--- src/rtl/cas_pkg.sv ---
// Shared types and constants of the cave automaton step block.
`default_nettype none

package cas_pkg;

  // Configuration register indexes
  typedef logic [1:0] cfg_index_t;
  localparam cfg_index_t REG_GRID_WIDTH  = 2'd0;
  localparam cfg_index_t REG_GRID_HEIGHT = 2'd1;
  localparam cfg_index_t REG_SURVIVE_MIN = 2'd2;
  localparam cfg_index_t REG_BIRTH_MIN   = 2'd3;

  typedef logic [7:0] cfg_data_t;
  typedef logic [7:0] geom_t;
  typedef logic [3:0] thresh_t;

  // Register reset values
  localparam geom_t   GRID_WIDTH_RESET  = 8'd128;
  localparam geom_t   GRID_HEIGHT_RESET = 8'd128;
  localparam thresh_t SURVIVE_RESET     = 4'd4;
  localparam thresh_t BIRTH_RESET       = 4'd5;

  // Geometry floor
  localparam geom_t MIN_WIDTH  = 8'd3;
  localparam geom_t MIN_HEIGHT = 8'd1;

  // Input item modes
  localparam logic MODE_CELL  = 1'b0;
  localparam logic MODE_FLUSH = 1'b1;

endpackage : cas_pkg

`default_nettype wire

--- src/rtl/cas_if.sv ---
// Valid/ready channel interfaces: configuration writes, input cells, results.
`default_nettype none

interface cas_cfg_if;
  logic                valid;
  logic                ready;
  cas_pkg::cfg_index_t index;
  cas_pkg::cfg_data_t  data;

  modport source (output valid, output index, output data, input ready);
  modport sink   (input valid, input index, input data, output ready);
endinterface : cas_cfg_if

interface cas_in_if;
  logic valid;
  logic ready;
  logic mode;
  logic cell_req;

  modport source (output valid, output mode, output cell_req, input ready);
  modport sink   (input valid, input mode, input cell_req, output ready);
endinterface : cas_in_if

interface cas_out_if;
  logic valid;
  logic ready;
  logic next_cell;
  logic frame_last;

  modport source (output valid, output next_cell, output frame_last, input ready);
  modport sink   (input valid, input next_cell, input frame_last, output ready);
endinterface : cas_out_if

`default_nettype wire

--- src/rtl/cave_automaton_step.sv ---
// Cave automaton step: one generation of a 4/5-rule cave grid over a raster stream.
//
// Channels: item carries one request per grid cell in raster order (mode = cell)
// or a flush tick (mode = flush); result carries next_cell and frame_last; cfg
// writes grid_width, grid_height, survive_min and birth_min by index, always ready.
// The result for cell k is released by request k+width+1; after the last cell,
// width+1 flush requests drain the remaining results. A flush with nothing pending,
// or while cells are still expected, is taken and dropped.
// Throughput: one request per cycle while result is not stalled. The edge that takes
// a request does the line store read (two row stores indexed by column, each read once
// per request and written once per cell request of the grid) into stage one; when the
// pipeline next moves, the neighbor count and rule go into the result register.
// Geometry is latched from the registers on the first cell of each frame.
// Reset clears the position counters and both pipeline valids and reloads the
// register defaults; row store contents are not cleared. When result is
// stalled, the pipeline holds and item.ready drops in the same cycle.
`default_nettype none

module cave_automaton_step #(
  parameter int MAX_WIDTH  = 128,
  parameter int MAX_HEIGHT = 128
) (
  input  logic       clk,
  input  logic       rst,
  cas_cfg_if.sink    cfg,
  cas_in_if.sink     item,
  cas_out_if.source  result
);

  localparam int CW = $clog2(MAX_WIDTH);
  localparam int FW = $clog2(MAX_WIDTH + 1);
  localparam int HW = $clog2(MAX_HEIGHT + 1);
  localparam int RW = $clog2(MAX_HEIGHT + 2);
  localparam int W_RESET = (128 > MAX_WIDTH) ? MAX_WIDTH : 128;
  localparam int H_RESET = (128 > MAX_HEIGHT) ? MAX_HEIGHT : 128;

  typedef struct packed {
    logic valid;
    logic store;
    logic emit;
    logic last;
    logic top_ok;
    logic bot_ok;
    logic left_ok;
    logic right_ok;
  } stage_ctl_t;

  // Configuration registers
  cas_pkg::geom_t   grid_width;
  cas_pkg::geom_t   grid_height;
  cas_pkg::thresh_t survive_min;
  cas_pkg::thresh_t birth_min;

  // Frame geometry and input position
  logic [FW-1:0] frame_w;
  logic [HW-1:0] frame_h;
  logic [CW-1:0] in_col;
  logic [RW-1:0] in_row;

  // Row stores and their registered read data
  logic          mem_mid [MAX_WIDTH];
  logic          mem_up  [MAX_WIDTH];
  logic          rd_mid;
  logic          rd_up;

  // Stage one and the window columns {top, mid, bottom}
  stage_ctl_t    s1;
  logic [CW-1:0] s1_col;
  logic          s1_cell;
  logic [2:0]    prev1;
  logic [2:0]    prev2;

  // Result register
  logic          out_valid;
  logic          out_next;
  logic          out_last;

  // Decode of the incoming request
  logic          move;
  logic          acc;
  logic          pos0;
  logic [FW-1:0] clamp_w;
  logic [HW-1:0] clamp_h;
  logic [FW-1:0] eff_w;
  logic [HW-1:0] eff_h;
  logic          adv_item;
  logic          store;
  logic          emit;
  logic [RW-1:0] em_row;
  logic [CW-1:0] em_col;
  logic          last_col;
  logic          last;
  logic          col_wrap;
  stage_ctl_t    s1_next;

  // Neighborhood and rule
  logic [2:0]    cur;
  logic [2:0]    lft_m;
  logic [2:0]    rgt_m;
  logic          ctr_top;
  logic          ctr_bot;
  logic [3:0]    count;
  logic          rule_out;

  // Configuration writes
  assign cfg.ready = 1'b1;

  always_ff @(posedge clk) begin
    if (rst) begin
      grid_width  <= cas_pkg::GRID_WIDTH_RESET;
      grid_height <= cas_pkg::GRID_HEIGHT_RESET;
      survive_min <= cas_pkg::SURVIVE_RESET;
      birth_min   <= cas_pkg::BIRTH_RESET;
    end else if (cfg.valid) begin
      unique case (cfg.index)
        cas_pkg::REG_GRID_WIDTH:  grid_width  <= cfg.data;
        cas_pkg::REG_GRID_HEIGHT: grid_height <= cfg.data;
        cas_pkg::REG_SURVIVE_MIN: survive_min <= cfg.data[3:0];
        cas_pkg::REG_BIRTH_MIN:   birth_min   <= cfg.data[3:0];
        default: ;
      endcase
    end
  end

  // Pipeline moves whenever the result register is free or being taken
  assign move       = !out_valid || result.ready;
  assign item.ready = move;
  assign acc        = item.valid && move;

  // Geometry clamp, applied on the first cell of a frame
  always_comb begin
    if (grid_width < cas_pkg::MIN_WIDTH) begin
      clamp_w = FW'(cas_pkg::MIN_WIDTH);
    end else if (32'(grid_width) > MAX_WIDTH) begin
      clamp_w = FW'(MAX_WIDTH);
    end else begin
      clamp_w = FW'(grid_width);
    end
    if (grid_height < cas_pkg::MIN_HEIGHT) begin
      clamp_h = HW'(cas_pkg::MIN_HEIGHT);
    end else if (32'(grid_height) > MAX_HEIGHT) begin
      clamp_h = HW'(MAX_HEIGHT);
    end else begin
      clamp_h = HW'(grid_height);
    end
  end

  assign pos0  = (in_row == '0) && (in_col == '0);
  assign eff_w = pos0 ? clamp_w : frame_w;
  assign eff_h = pos0 ? clamp_h : frame_h;

  // Classify the request and locate the cell whose result it releases
  always_comb begin
    store    = (in_row < RW'(eff_h));
    adv_item = (item.mode == cas_pkg::MODE_CELL) || !store;
    emit     = (in_row >= RW'(2)) || ((in_row == RW'(1)) && (in_col != '0));
    if (in_col != '0) begin
      em_row = in_row - RW'(1);
      em_col = in_col - CW'(1);
    end else begin
      em_row = in_row - RW'(2);
      em_col = CW'(eff_w - FW'(1));
    end
    last_col = (FW'(em_col) == eff_w - FW'(1));
    last     = emit && last_col && (em_row == RW'(eff_h) - RW'(1));
    col_wrap = (FW'(in_col) == eff_w - FW'(1));

    s1_next.valid    = acc && adv_item;
    s1_next.store    = store;
    s1_next.emit     = emit;
    s1_next.last     = last;
    s1_next.top_ok   = (em_row != '0);
    s1_next.bot_ok   = ((em_row + RW'(1)) < RW'(eff_h));
    s1_next.left_ok  = (em_col != '0);
    s1_next.right_ok = !last_col;
  end

  // Position counters and latched geometry
  always_ff @(posedge clk) begin
    if (rst) begin
      in_col  <= '0;
      in_row  <= '0;
      frame_w <= FW'(W_RESET);
      frame_h <= HW'(H_RESET);
    end else if (acc && adv_item) begin
      if (pos0) begin
        frame_w <= clamp_w;
        frame_h <= clamp_h;
      end
      if (last) begin
        in_col <= '0;
        in_row <= '0;
      end else if (col_wrap) begin
        in_col <= '0;
        in_row <= in_row + RW'(1);
      end else begin
        in_col <= in_col + CW'(1);
      end
    end
  end

  // Row stores: middle keeps the previous row, upper the one before it
  always_ff @(posedge clk) begin
    if (acc && adv_item) begin
      rd_mid <= mem_mid[in_col];
      rd_up  <= mem_up[in_col];
      if (store) begin
        mem_mid[in_col] <= item.cell_req;
      end
    end
    if (s1.valid && s1.store && move) begin
      mem_up[s1_col] <= rd_mid;
    end
  end

  // Stage one control
  always_ff @(posedge clk) begin
    if (rst) begin
      s1 <= '0;
    end else if (move) begin
      s1 <= s1_next;
    end
  end

  always_ff @(posedge clk) begin
    if (acc && adv_item) begin
      s1_col  <= in_col;
      s1_cell <= item.cell_req;
    end
  end

  // Window columns shift once per advancing request
  assign cur = {rd_up, rd_mid, s1_cell};

  always_ff @(posedge clk) begin
    if (s1.valid && move) begin
      prev2 <= prev1;
      prev1 <= cur;
    end
  end

  // Off-grid neighbors read as filled
  assign lft_m   = {3{!s1.left_ok}}  | {!s1.top_ok | prev2[2], prev2[1], !s1.bot_ok | prev2[0]};
  assign rgt_m   = {3{!s1.right_ok}} | {!s1.top_ok | cur[2],   cur[1],   !s1.bot_ok | cur[0]};
  assign ctr_top = !s1.top_ok | prev1[2];
  assign ctr_bot = !s1.bot_ok | prev1[0];
  assign count   = 4'($countones({lft_m, rgt_m, ctr_top, ctr_bot}));
  assign rule_out = prev1[1] ? (count >= survive_min) : (count >= birth_min);

  // Result register
  always_ff @(posedge clk) begin
    if (rst) begin
      out_valid <= 1'b0;
    end else if (move) begin
      out_valid <= s1.valid && s1.emit;
    end
  end

  always_ff @(posedge clk) begin
    if (move && s1.valid && s1.emit) begin
      out_next <= rule_out;
      out_last <= s1.last;
    end
  end

  assign result.valid      = out_valid;
  assign result.next_cell  = out_next;
  assign result.frame_last = out_last;

endmodule : cave_automaton_step

`default_nettype wire

--- src/flat_wrapper.sv ---
// flat-port wrapper written by rule: the top's interface ports become plain ports
module cave_automaton_step_flat 
#(
  parameter int MAX_WIDTH  = 128,
  parameter int MAX_HEIGHT = 128
)
  (clk, rst, cfg_valid, cfg_index, cfg_data, cfg_ready, item_valid, item_mode, item_cell_req, item_ready, result_valid, result_next_cell, result_frame_last, result_ready);
  cas_cfg_if cfg_i ();
  cas_in_if item_i ();
  cas_out_if result_i ();
  input  logic clk;
  input  logic rst;
  input wire logic [$bits(cfg_i.valid)-1:0] cfg_valid;
  input wire logic [$bits(cfg_i.index)-1:0] cfg_index;
  input wire logic [$bits(cfg_i.data)-1:0] cfg_data;
  output wire logic [$bits(cfg_i.ready)-1:0] cfg_ready;
  input wire logic [$bits(item_i.valid)-1:0] item_valid;
  input wire logic [$bits(item_i.mode)-1:0] item_mode;
  input wire logic [$bits(item_i.cell_req)-1:0] item_cell_req;
  output wire logic [$bits(item_i.ready)-1:0] item_ready;
  output wire logic [$bits(result_i.valid)-1:0] result_valid;
  output wire logic [$bits(result_i.next_cell)-1:0] result_next_cell;
  output wire logic [$bits(result_i.frame_last)-1:0] result_frame_last;
  input wire logic [$bits(result_i.ready)-1:0] result_ready;
  assign cfg_i.valid = cfg_valid;
  assign cfg_i.index = cfg_index;
  assign cfg_i.data = cfg_data;
  assign cfg_ready = cfg_i.ready;
  assign item_i.valid = item_valid;
  assign item_i.mode = item_mode;
  assign item_i.cell_req = item_cell_req;
  assign item_ready = item_i.ready;
  assign result_valid = result_i.valid;
  assign result_next_cell = result_i.next_cell;
  assign result_frame_last = result_i.frame_last;
  assign result_i.ready = result_ready;
  cave_automaton_step #(.MAX_WIDTH(MAX_WIDTH), .MAX_HEIGHT(MAX_HEIGHT)) u_core (.clk(clk), .rst(rst), .cfg(cfg_i), .item(item_i), .result(result_i));
endmodule
--- config.mk ---
export PLATFORM = sky130hd
export DESIGN_NAME = cave_automaton_step_flat
export DESIGN_NICKNAME = d
export VERILOG_FILES = /design/src/rtl/cas_pkg.sv /design/src/rtl/cas_if.sv /design/src/rtl/cave_automaton_step.sv /design/src/flat_wrapper.sv
export SDC_FILE = /design/constraint.sdc
export NUM_CORES = 1
export LEC_CHECK = 0
export ABC_AREA = 1
export BUFFER_PORTS_ARGS = -buffer_cell sky130_fd_sc_hd__buf_4
export CORE_MARGIN = 5
export CORE_UTILIZATION = 35
export CTS_CLUSTER_SIZE = 24
export DETAILED_ROUTE_END_ITERATION = 10
export HOLD_SLACK_MARGIN = 0.03
export PLACE_DENSITY_LB_ADDON = 0.15
export SYNTH_ARGS = -nofsm -noshare
export SYNTH_HDL_FRONTEND = slang
export SYNTH_SLANG_ARGS = --single-unit
--- constraint.sdc ---
create_clock -name clk -period 4.92 [get_ports clk]
set_input_delay 0 -clock clk [delete_from_list [all_inputs] [get_ports clk]]
set_output_delay 0 -clock clk [all_outputs]
set_load 0.02 [all_outputs]
After elaboration in Yosys (flattened, before gate mapping)
Memory sizes are Yosys's and may differ from the RTL's. A register that Yosys moved wholly into a read port is not among the register bits.
Cells that the tools add are included.
{"block": "totals", "regBits": 80, "latch_bits": 0, "ramBits": 256, "rom_bits": 0, "inputBits": 17, "out_inout_bits": 5, "word_cells": 116, "mem_count": 2}
{"memory": "u_core.mem_mid", "words": 128, "width": 1, "rd": 1, "rd_clocked_by_memory_dff": 1, "write_ports": 1, "line_no": "cave_automaton_step.sv:61", "source": "logic mem_mid [MAX_WIDTH];"}
{"memory": "u_core.mem_up", "words": 128, "width": 1, "rd": 1, "rd_clocked_by_memory_dff": 1, "write_ports": 1, "line_no": "cave_automaton_step.sv:62", "source": "logic mem_up [MAX_WIDTH];"}
{"block": "op_classes", "add_sub_neg": 15, "n_mul": 0, "div": 0, "order_cmp": 9, "n_eq_ne": 7, "n_shift": 0, "mux": 18, "n_bitwise": 9, "reduce_logical": 33}
{"op": "2-to-1 mux 8 bit", "n": 9}
{"op": "subtractor 8 x 1 -> 8 bit (second input constant)", "n": 3}
{"op": "2-to-1 mux 7 bit", "n": 3}
{"op": "adder 8 x 1 -> 8 bit (second input constant)", "n": 2}
{"op": "== test 7 x 8 -> 1 bit", "n": 2}
{"op": "> comparator 8 bit (second input constant)", "n": 2}
{"op": "< comparator 8 bit", "n": 2}
{"op": "nonzero test 7 bit", "n": 2}
{"op": "adder 4 bit", "n": 3}
{"op": "logical AND 1 bit", "n": 11}
{"op": "AND reduction 2 bit", "n": 5}
{"op": "adder 1 x 1 -> 2 bit", "n": 4}
{"op": "== test 8 x 1 -> 1 bit (second input constant)", "n": 1}
{"op": "== test 8 bit", "n": 1}
{"op": "greater-or-equal comparator 4 bit", "n": 2}
{"op": "greater-or-equal comparator 8 x 2 -> 1 bit (second input constant)", "n": 1}
{"op": "zero test 8 bit", "n": 1}
{"op": "< comparator 8 x 1 -> 1 bit (second input constant)", "n": 1}
{"op": "< comparator 8 x 2 -> 1 bit (second input constant)", "n": 1}
{"op": "nonzero test 8 bit", "n": 1}
{"op": "subtractor 8 x 2 -> 8 bit (second input constant)", "n": 1}
{"op": "adder 7 x 1 -> 7 bit (second input constant)", "n": 1}
{"op": "zero test 1 bit", "n": 7}
{"op": "zero test 7 bit", "n": 1}
{"op": "other kinds (10)", "n": 24}

Logic depth before layout (Yosys ltp)
{"block": "depth", "depth_word": 11, "ltp_mapped": 26}

Worst setup path before layout
No wires, ideal clock.
{"block": "synth_timing", "path_type": "register to register", "startpoint": "reg u_core.rd_mid, read port of u_core.mem_mid", "endpoint": "reg u_core.out_next (netlist: u_core.result.next_cell), data pin", "setup_time_ps": 265, "arrival_time_ps": 4315, "t_required_ps": 4655, "slack_ps": 340, "path_stages_with_launch": 16, "cell_sequence": "edfxtp_1 -> inv_1 -> nand2_1 -> ha_1 -> fa_1 -> inv_1 -> fa_1 -> inv_1 -> ha_1 -> inv_1 -> fa_1 -> inv_1 -> ha_1 -> o21a_1 -> o21ai_0 -> a22oi_1"}
{"block": "synth_via", "elab_chain_cells": 6}
{"element": "from (decl)", "line_no": "cave_automaton_step.sv:63", "source": "logic rd_mid;"}
{"element": "bitwise OR 3 bit *", "line_no": "cave_automaton_step.sv:244", "source": "assign rgt_m = {3{!s1.right_ok}} | {!s1.top_ok | cur[2], cur[1], !s1.bot_ok | cur[0]};"}
{"element": "adder 1 x 1 -> 2 bit (not written as such) *", "line_no": "cave_automaton_step.sv:247", "source": "assign count = 4'($countones({lft_m, rgt_m, ctr_top, ctr_bot}));"}
{"element": "adder 4 bit (not written as such) * (2 in series)", "line_no": "cave_automaton_step.sv:247"}
{"element": "greater-or-equal comparator 4 bit", "line_no": "cave_automaton_step.sv:248", "source": "assign rule_out = prev1[1] ? (count >= survive_min) : (count >= birth_min);"}
{"element": "2-to-1 mux 1 bit *", "line_no": "cave_automaton_step.sv:248"}
{"element": "via u_core.rule_out", "line_no": "cave_automaton_step.sv:103", "source": "logic rule_out;"}
{"element": "to (signal assigned)", "line_no": "cave_automaton_step.sv:261", "source": "out_next <= rule_out;"}
{"element": "to (decl)", "line_no": "cave_automaton_step.sv:75", "source": "logic out_next;"}
Mark *: on every way through the listed nets, which the timed path passes. The rest lies on a longest branch.
A chain may end at the register's enable or synchronous reset.

Worst setup path in the final report
{"block": "layout_timing", "startpoint": "reg u_core.in_col[1]", "endpoint": "mem u_core.mem_mid[74], enable pin"}
{"block": "layout_via", "elab_chain_cells": 9}
{"element": "from (decl)", "line_no": "cave_automaton_step.sv:57", "source": "logic [CW-1:0] in_col;"}
{"element": "from (signal assigned)", "line_no": "cave_automaton_step.sv:197", "source": "in_col <= in_col + CW'(1);"}
{"element": "zero test 7 bit", "line_no": "cave_automaton_step.sv:148", "source": "assign pos0 = (in_row == '0) && (in_col == '0);"}
{"element": "logical AND 1 bit", "line_no": "cave_automaton_step.sv:148"}
{"element": "2-to-1 mux 8 bit", "line_no": "cave_automaton_step.sv:150", "source": "assign eff_h = pos0 ? clamp_h : frame_h;"}
{"element": "< comparator 8 bit", "line_no": "cave_automaton_step.sv:154", "source": "store = (in_row < RW'(eff_h));"}
{"element": "zero test 1 bit", "line_no": "cave_automaton_step.sv:155", "source": "adv_item = (item.mode == cas_pkg::MODE_CELL) || !store;"}
{"element": "logical OR 1 bit", "line_no": "cave_automaton_step.sv:155"}
{"element": "logical AND 1 bit", "line_no": "cave_automaton_step.sv:204", "source": "if (acc && adv_item) begin"}
{"element": "2-to-1 mux 1 bit", "line_no": "cave_automaton_step.sv:204"}
{"element": "2-to-1 mux 1 bit (not written as such)", "line_no": "cave_automaton_step.sv:208", "source": "mem_mid[in_col] <= item.cell_req;"}
{"element": "to (decl)", "line_no": "cave_automaton_step.sv:61"}
Parallel ways exist; a longest one is shown, timed or not.

==> metrics.yaml <==
die:
  die_y_um: 228.0
  die_area_um2: 51990
  fp.coreArea_um2: 46750
  dieWidth_um: 228.0
  io_pins: 22
  core.rowCount: 79
  start_util: 0.3558
synthesis:
  synth_seq_cells: 338
  syn_area_per_cell_um2: 9.600
  yosysTopAreaCell: "edfxtp_1"
  synth_area_um2: 16640
  postSynthCellCount: 1733
  synthTopCellsByCount: "351 x nor2_1, 316 x nand2_1, 274 x edfxtp_1"
  synthFlopType: "edfxtp_1"
  synthDistinctLibCells: 49
  synthTopCellsByArea: "edfxtp_1 49%, nor2_1 7.9%, dfxtp_1 7.7%, nand2_1 7.1%, ha_1 3.2%"
  yosysMostFrequentCell: "nor2_1"
  syn-num-nets: 1797
  yosys.area.top_type_share: 0.4946
  synth_edf_count: 274
  ys_async_sr_fraction: 0
  synth_warnings: 0
  seq_area_frac_synth: 0.5716
cells_and_area:
  register_area_um2: 9509
  area.growth.synth_to_final_pct: 14.27
  num-nets-final: 1843
  diodes: 0
  utilization: 0.4066
  drive_above_1_share: 0.09221
  num-fill-cells: 4648
  postLayoutCellArea_um2: 19010
  multi_input_area_um2: 6272
status:
  status: "finished, final reports clean"
timing:
  report.final.slew_viol_count: 0
  finalSetupTns_ps: 0
  rsz0062_at_grt: "yes"
  finalHoldViolCount: 0
  slew_headroom: 0.2070
  layout_worst_path_cycle_share: 0.9049
  finalSetupViolCount: 0
  fmax_mhz: 224.6
  period_needed_ps: 4452
  worst_pin_slew_ps: 1186
  fin_skew_ps: 22.00
worst_setup_path:
  worst-path-max-fanout: 27
  cp_cell_sequence: "inv_1 > ha_1 > nand2_1 > nor2_4 > nand2_4 > o21ai_2 > inv_1 > ha_1 > nand2_1 > nor2_1 > a211oi_1 > nand3_1 > nand2_2 > inv_2 > nand2_4 > nor3_4 > nand2_1 > nor2_1"
  worst_setup_path_start_kind: "flop"
  crit_type: "reg -> reg"
  crit_top_cell: "nand2_1"
  arrival_ps: 4730
  cp.required_ps: 5190
  cp-end-kind: "flop"
  max_stage_delay_ps: 410
  slowest_stage: "dfxtp_1"
detailed_routing:
  drtIter0Drc: 1086
  ant_nets: 0
  wl_mm: 46.47
  drc: 0
  first_pass_iters: 5
  via_count: 12690
  wl_per_cell_um: 19.22
  via_per_inst: 5.249
placement:
  dpl.hpwl_mm: 29.17
  post_dp_cell_area_um2: 17480
  portBuffers: 20
  place_congestion: 0.8446
global_routing:
  track_usage: 0.1725
  grt_pass1_wl_mm: 71.58
  antenna_found_initial: 0
  grt_pass1_vias: 12170
  globalRoute.totalOverflow: 0
  grt_max_degree: 130
cts:
  cts-root-buf: "clkbuf_16"
  cts_tree: "built"
  htree_levels: 2
  cts.sinks: 338
  cts_resized: 0
  clk_pin_slew_ps: 60
  clock_path_buffers: 3
  cts_buffers: 40
  clock_latency_ps: 570
pwr:
  peakVddDrop_mv: 0.2962
  total_leakage_power_nw: 6.863
  power_density_nw_per_um2: 383.7
flow_run:
  maxCapViolCount: 0
worst_hold_path:
  min_path_type: "in -> reg"
## through the flow
stage	hold WS [ps]	power, mW	cells	setup slack (ps)
2_1_floorplan	98.87	4.090	1733	339.9
3_3_place_gp	245.2	4.423	2320	618.0
3_5_place_dp	243.5	4.432	2320	443.7
4_1_cts	31.89	7.400	2418	458.1
5_1_grt	112.7	7.668	2418	-14.99
6_report	40.20	7.295	2418	468.1
## worst max-delay path: cells and delay by family, from the launching register on
family	cells	cell delay, ps
DFF	1	410
AOI/OAI and AO/OA	2	300
adders and majority gates	2	590
buffers and inverters	3	710
and+or+nand+nor	11	2120
## flip-flops by register name, indices dropped and copies added (netlist names), 3 cells and up
name                cells
u_core.birth_min        4
u_core.frame_h          8
u_core.frame_w          8
u_core.grid_height      8
u_core.grid_width       8
u_core.in_col           7
u_core.in_row           8
u_core.mem_mid        128
u_core.mem_up         128
u_core.prev1            3
u_core.prev2            3
u_core.s1               8
u_core.s1_col           7
u_core.survive_min      4
## where the power goes
group,total (mW),internal (mW),switching [mW]
sequential,3.21,3.17,0.0380
clock,2.91,1.72,1.19
combinational,1.18,0.392,0.784
total,7.29,5.28,2.01
## what timing repair did
action / CTS / global route
setup buffers: 0 / 0
endpoints found under the hold margin: 36 / 0
hold buffers: 24 / 0
setup endpoints to repair: 0 / 7
## logic make-up (layout without fill, tap and decap cells)
| logic type | Yosys count | after routing | share of synthesized area |
|---|---|---|---|
| simple gates | 856 | 856 | 0.2269 |
| flops | 338 | 338 | 0.5716 |
| compound gates | 246 | 246 | 0.09777 |
| buf+inv | 222 | 300 | 0.05423 |
| fa+ha+maj | 47 | 47 | 0.03715 |
| xor+xnor | 23 | 23 | 0.01211 |
| other cells | 1 | 1 | 0.0002254 |
## layout make-up
cell class	count	share of cell area
multi-input combinational	1173	0.3300
clock buffer	54	0.05707
tap	607	0.03995
sequential	338	0.5002
timing repair buffer	71	0.03120
inverter	155	0.03061
clock inverter	20	0.01099
## routing by layer
metal / wire length, um / share of wire / global-route usage / up-vias
li1: - / - / - / 6069
met1: 21890 / 0.47 / 0.2450 / 6288
met2: 21390 / 0.46 / 0.2785 / 281
met3: 2418 / 0.052 / 0.02745 / 54
met4: 773 / 0.017 / 0.04254 / 0
met5: 0 / 0 / 0 / -
## path summary, 6_finish.rpt
path,to,slack (ps),cells after the start,startpoint
hold / removal,u_core.frame_h[7],40,5,item_valid
hold reg to reg,u_core.result.frame_last,440,0,u_core.s1[4]
setup / recovery,u_core.mem_mid[74],470,18,u_core.in_col[1]
setup reg to reg,u_core.mem_mid[74],470,18,u_core.in_col[1]
## layout by cell type (no fill, tap or decap), types with 43 or more instances in the layout
cell type / n
inv_1: 142
dfxtp_1: 64
ha_1: 43
a21oi_1: 57
nand2_1: 316
o21ai_0: 59
nor2_1: 348
nand4_1: 53
edfxtp_1: 274
nand3_1: 60
buf_4: 47
Power figures use the tool's default switching activity.
